==> config.mk <==
export PLATFORM = sky130hd
export DESIGN_NAME = rbdc_out_fifo
export DESIGN_NICKNAME = d
export VERILOG_FILES = /design/src/rtl/core/rgba_box_downsample_chain_core_defines.svh /design/src/rtl/core/rbdc_pkg.sv /design/src/rtl/core/rbdc_out_fifo.sv
export SDC_FILE = /design/constraint.sdc
export NUM_CORES = 1
export LEC_CHECK = 0
export ABC_AREA = 1
export BUFFER_PORTS_ARGS = -buffer_cell sky130_fd_sc_hd__buf_2
export CAP_MARGIN = 10
export CORE_UTILIZATION = 39
export DETAILED_ROUTE_END_ITERATION = 12
export GPL_TIMING_DRIVEN = 0
export PLACE_DENSITY_LB_ADDON = 0.08
export RECOVER_POWER = 25
export SYNTH_ARGS = -nofsm -noshare
export SYNTH_HDL_FRONTEND = slang
export SYNTH_SLANG_ARGS = --single-unit
==> constraint.sdc <==
create_clock -name i_clk -period 3.19 [get_ports i_clk]
set_clock_uncertainty 0.05 [all_clocks]
set_input_delay 0 -clock i_clk [delete_from_list [all_inputs] [get_ports i_clk]]
set_output_delay 0 -clock i_clk [all_outputs]
set_load 0.03 [all_outputs]
==> src/rtl/core/rgba_box_downsample_chain_core_defines.svh <==
// Assertion macros for the RGBA box downsample chain core.
`ifndef RGBA_BOX_DOWNSAMPLE_CHAIN_CORE_DEFINES_SVH
`define RGBA_BOX_DOWNSAMPLE_CHAIN_CORE_DEFINES_SVH

// Check a property on every clock edge outside reset.
`define RBDC_ASSERT(label, prop, msg) \
    label: assert property (@(posedge i_clk) disable iff (!i_rst_n) (prop)) \
        else $error(msg);

// Check that a condition is followed by a consequence in the next cycle.
`define RBDC_ASSERT_NEXT(label, cond, next, msg) \
    label: assert property (@(posedge i_clk) disable iff (!i_rst_n) \
        (cond) |=> (next)) else $error(msg);

`endif

==> src/rtl/core/rbdc_pkg.sv <==
// Package with shared constants, types and helpers of the downsample chain.
`default_nettype none
package rbdc_pkg;

    localparam int MAX_WIDTH    = 4096;
    localparam int MAX_PASSES   = 8;
    localparam int CHANNEL_MASK = 'hff;
    localparam int BOX_TAPS     = 4;

    localparam int PIXEL_W     = 32;
    localparam int CFG_W       = 13;
    localparam int PASS_W      = 4;
    localparam int FINAL_W     = 12;
    localparam int CFG_INDEX_W = 2;

    localparam logic [7:0] QUARTER_LANE = 8'(CHANNEL_MASK / BOX_TAPS);

    localparam logic [CFG_W-1:0]  SIZE_RESET = CFG_W'(4096);
    localparam logic [PASS_W-1:0] PASS_RESET = PASS_W'(1);

    typedef enum logic [CFG_INDEX_W-1:0] {
        CFG_SOURCE_WIDTH  = 2'd0,
        CFG_SOURCE_HEIGHT = 2'd1,
        CFG_PASS_COUNT    = 2'd2
    } t_cfg_index;

    typedef struct packed {
        logic               valid;
        logic               last;
        logic [PIXEL_W-1:0] pixel;
    } t_cell_word;

    typedef struct packed {
        logic       full;
        logic       empty;
        logic [1:0] count;
    } t_fifo_status;

    // Divide every channel by four.
    function automatic logic [PIXEL_W-1:0] quarter(input logic [PIXEL_W-1:0] px);
        return (px >> 2) & {4{QUARTER_LANE}};
    endfunction

endpackage
`default_nettype wire

==> src/rtl/core/rbdc_out_fifo.sv <==
// Two-entry output queue that parts the chain from the receiver.
`default_nettype none
module rbdc_out_fifo (
    input  wire                           i_clk,
    input  wire                           i_rst_n,
    input  wire                           i_push,
    input  wire  [rbdc_pkg::PIXEL_W-1:0]  i_pixel,
    input  wire                           i_last,
    input  wire                           i_ready,
    output logic                          o_valid,
    output logic [rbdc_pkg::PIXEL_W-1:0]  o_pixel,
    output logic                          o_last,
    output rbdc_pkg::t_fifo_status        o_status
);

    logic [rbdc_pkg::PIXEL_W:0] r_mem [2];
    logic                       r_wptr;
    logic                       r_rptr;
    logic [1:0]                 r_count, n_count;
    logic                       w_pop;

    assign w_pop   = o_valid && i_ready;
    assign o_valid = r_count != 2'd0;
    assign o_pixel = r_mem[r_rptr][rbdc_pkg::PIXEL_W-1:0];
    assign o_last  = r_mem[r_rptr][rbdc_pkg::PIXEL_W];

    always_comb begin
        unique case ({i_push, w_pop})
            2'b10:   n_count = r_count + 2'd1;
            2'b01:   n_count = r_count - 2'd1;
            default: n_count = r_count;
        endcase
    end

    always_ff @(posedge i_clk) begin
        if (!i_rst_n) begin
            r_wptr  <= 1'b0;
            r_rptr  <= 1'b0;
            r_count <= 2'd0;
        end else begin
            r_count <= n_count;
            if (i_push) begin
                r_wptr <= !r_wptr;
            end
            if (w_pop) begin
                r_rptr <= !r_rptr;
            end
        end
    end

    always_ff @(posedge i_clk) begin
        if (i_push) begin
            r_mem[r_wptr] <= {i_last, i_pixel};
        end
    end

    assign o_status.full  = r_count == 2'd2;
    assign o_status.empty = r_count == 2'd0;
    assign o_status.count = r_count;

endmodule
`default_nettype wire

## Yosys cells after proc, flatten, opt, wreduce, memory -nomap -nowiden

Memory sizes are Yosys's and may differ from the RTL's. A register that Yosys moved wholly into a read port is not among the register bits.
Cells that the tools add are included.

- Register bits: 4
- Memory bits (writable): 66
- Input port bits: 37
- Output and inout bits: 38
- Logic and storage cells: 20
- Memories kept: 1

- $add $sub $neg: 2
- Equal/unequal tests: 3
- Mux-type cells: 5
- Reduce and logical (&&, ||, !) cells: 6

Memory list:

| name | words | bits a word | rd ports | clocked after Yosys merged registers in | write ports | RTL line | text |
|---|---|---|---|---|---|---|---|
| r_mem | 2 | 33 | 1 | 1 | 1 | rbdc_out_fifo.sv:16 | `logic [rbdc_pkg::PIXEL_W:0] r_mem [2];` |

Operator list:

| operator | number |
|---|---|
| equality test 2 bit, second input constant | 2 |
| two-way mux 1 bit | 4 |
| one-hot mux 2 bit (2 select lines) | 1 |
| nonzero test 2 bit | 2 |
| adder 2 x 1 -> 2 bit, second input constant | 1 |
| equality test 2 x 1 -> 1 bit, second input constant | 1 |
| logical NOT 1 bit | 2 |
| logical NOT 2 bit | 1 |
| subtractor 2 x 1 -> 2 bit, second input constant | 1 |
| logical AND 1 bit | 1 |

## Logic depth before layout (Yosys ltp)

- Word-level depth: 4
- Gate-level depth with buffers: 10
- Gate-level depth less buffers: 10

## Least setup slack after synthesis

OpenSTA, ideal clock, no wires.

- Kind: flip-flop to flip-flop
- From: register r_wptr
- To: memory r_mem[0][0] in the netlist's numbering (enable)
- Library setup time: 424 ps
- Arrival: 1718 ps
- Required time: 2716 ps
- Setup slack: 998 ps
- Cell stages (with the launch flop): 2
- Path buffers: 0
- Clock period less this slack: 2192 ps
- Cell sequence: dfxtp_1 -> nor2_1

RTL lines:

| element | RTL line | text |
|---|---|---|
| start: declaration | rbdc_out_fifo.sv:17 | `logic r_wptr;` |
| start signal: assignment | rbdc_out_fifo.sv:43 | `r_wptr <= !r_wptr;` |
| end: declaration | rbdc_out_fifo.sv:16 |  |

Straight into the memory's write port.

## Worst setup path in the final report

- From: register r_wptr
- To: memory r_mem[1][25] in the netlist's numbering (enable)

Straight into the memory's write port.

==> qor.yml <==
placement:
  dp.cells: 313
  routabilityCongestion: 0.668
  port_buffers: 74
  pre_cts_ws_ns: 1.44
  place_hpwl_um: 3100
  placed_cell_area_um2: 3330
timing:
  tightest_slew_ns: 0.883
  worst_slack_ns: 1.46
  rsz0062_at_grt: "no"
  setup-violations-final: 0
  hold_violations: 0
  max_slew_margin: 0.411
  period_minus_slack_ns: 1.73
  slew_viol_final: 0
  fin_crit_sh: 0.544
  clock.fmax_mhz: 577
  tns_ns: 0
finish:
  fillers: 581
  multiInputGateArea_um2: 606
  seq_area_um2: 2080
  stdcell_area_um2: 3880
  final_cell_count_no_fill: 366
  final_cell_mix: "edfxtp_1, buf_2, dlygate4sd3_1"
  area_growth_pct: 39.5
  drive_above_1_share: 0.452
  final_nets: 303
  antennaDiodeCount: 0
  final_common_cell: "edfxtp_1"
  fin_util: 0.568
setup_path:
  crit_path_end_kind: "flop"
  cp_data_arrival_time_ns: 1.72
  crit_start: "r_wptr"
  cp_max_fo: 18
  crit_required_ns: 3.18
  reg2reg_from: "r_wptr"
  cp-start-kind: "flop"
  critPathKind: "flop to flop"
drt:
  vias_per_cell: 4.35
  drt_iter0_markers: 39
  drc: 0
  vias: 1591
  first_pass_iters: 4
  totalWireLength_um: 4950
  wire_per_inst_um: 13.5
  antenna_left: 0
clock_network:
  clkSlewWorstSetupHoldPaths_ns: 0.07
  htreeDepth: 3
  numCtsBuffers: 9
  cts_tree: "done"
  clk_latency_ns: 0.33
  cts_buffer_depth: 2
  cts_sinks: 71
  cts_root_buffer: "clkbuf_8"
worst_hold_path:
  min_from: "i_pixel[21]"
  hold_class: "primary input to flop"
floorplan:
  die_h_um: 86.5
  fp.coreArea_um2: 6830
  die-area_um2: 7470
  die_w_um: 86.5
  num_rows: 30
  io_pins: 75
  initial_core_util: 0.407
global_route:
  grt_max_degree: 26
  grt_pass1_vias: 1715
  grt_pass1_wl_um: 7960
  antenna_found_initial: 0
  grt_usage: 0.149
  overflow: 0
logic_synthesis:
  seq_area_frac_synth: 0.749
  syn-cell-area_um2: 2780
  yosys.area_share.simple: 0.0328
  netlist.area_leader.share: 0.713
  syn_inst: 141
  yosys.area.top_type: "edfxtp_1"
  synth_xor_area_frac: 0
  syn_area_per_cell_um2: 19.7
  yosys-top-cells-area: "edfxtp_1, mux2_4, dfxtp_1"
  synth.area.mux_share: 0.174
  synth_top_family_by_area: "multiplexers"
  ys.warnings.count: 0
  synth_compound_gate_area_share: 0.00360
  yosys.area_share.adder: 0.00450
  synth-seq-cells: 71
  synth_cell_types: 17
  synth_nets: 179
pwr:
  max-vdd-ir-drop_v: 0.000323
  power_leakage_nw: 1.55
  cellPowerDensity_nw_per_um2: 584
run:
  cap_violations: 0
run_status:
  status: "finished, final reports clean"
## cells by family (layout without fill, tap and decap cells)
logic type | count (synthesis) | after routing
adder cells (fa/ha/maj) | 1 | 1
flip-flops | 71 | 71
multiplexers | 33 | 33
buffers and inverters | 12 | 141
AO/OA/AOI/OAI | 2 | 2
AND/OR/NAND/NOR | 22 | 22
## layout make-up
cell class              count  share of cell area
flip-flops and latches     71               0.537
clock inverters             6              0.0155
inverters                   8             0.00774
well taps                  96              0.0310
clock buffers              10              0.0355
plain buffers               4              0.0184
multi-input cells          58               0.156
repair buffers            113               0.199
## critical path, stage by stage (launching register included)
cell and delay [ns]:
dfxtp_1 0.41, nand2_1 0.09, inv_1 0.65, buf_16 0.23
## per-layer routing
metal / part of all wire / vias to the layer above / wire length (µm) / GRT usage
met5: 0 / - / 0 / 0
met4: 0.021 / 0 / 103 / 0.0818
met3: 0.041 / 12 / 203 / 0.0352
met2: 0.56 / 54 / 2780 / 0.278
met1: 0.38 / 750 / 1870 / 0.153
li1: - / 775 / - / -
## Yosys cell counts
library cell and n:
edfxtp_1 66, mux2_4 30, nor2_1 11, nand2_1 7, inv_1 6, dfxtp_1 5
buf_12 3, mux2_2 3, inv_2 2, a21oi_1 1, buf_6 1, ha_1 1
nand2_2 1, nand3_1 1, nand4_1 1, nor2_2 1, o21ai_0 1
## power by group
part	leakage [nW]	internal (mW)	total, mW	switching [mW]
Clock	0.0981	0.378	0.688	0.310
Sequential	0.661	1.08	1.10	0.0191
Combinational	0.794	0.214	0.484	0.270
Total	1.55	1.67	2.27	0.598
## sequential cells by signal (all words and copies together) (netlist names), named ones only
name and count:
r_count 2, r_wptr 1, r_rptr 1, r_mem 66
## worst paths after layout
check	slack, ns	cells past startpoint	endpoint
max	1.46	3	r_mem[1][25]
min	0.34	2	r_mem[1][21]
max reg2reg	1.46	3	r_mem[1][25]
min reg2reg	0.44	2	r_rptr
## through the flow
| stage | hold slack [ns] | power (mW) |
|---|---|---|
| after global routing | 0.318 | 2.38 |
| after floorplan | 0.0489 | 1.45 |
| final | 0.339 | 2.27 |
| after detailed placement | 0.141 | 1.57 |
| after global placement | 0.137 | 1.55 |
| after CTS | 0.323 | 2.30 |
## repair_timing
item / in CTS / in global routing
hold buffers: 37 / 0
endpoints found under the hold margin: 71 / 0
resized for setup: 0 / 0
setup buffers: 0 / 0
(Power assumes the default switching activity.)
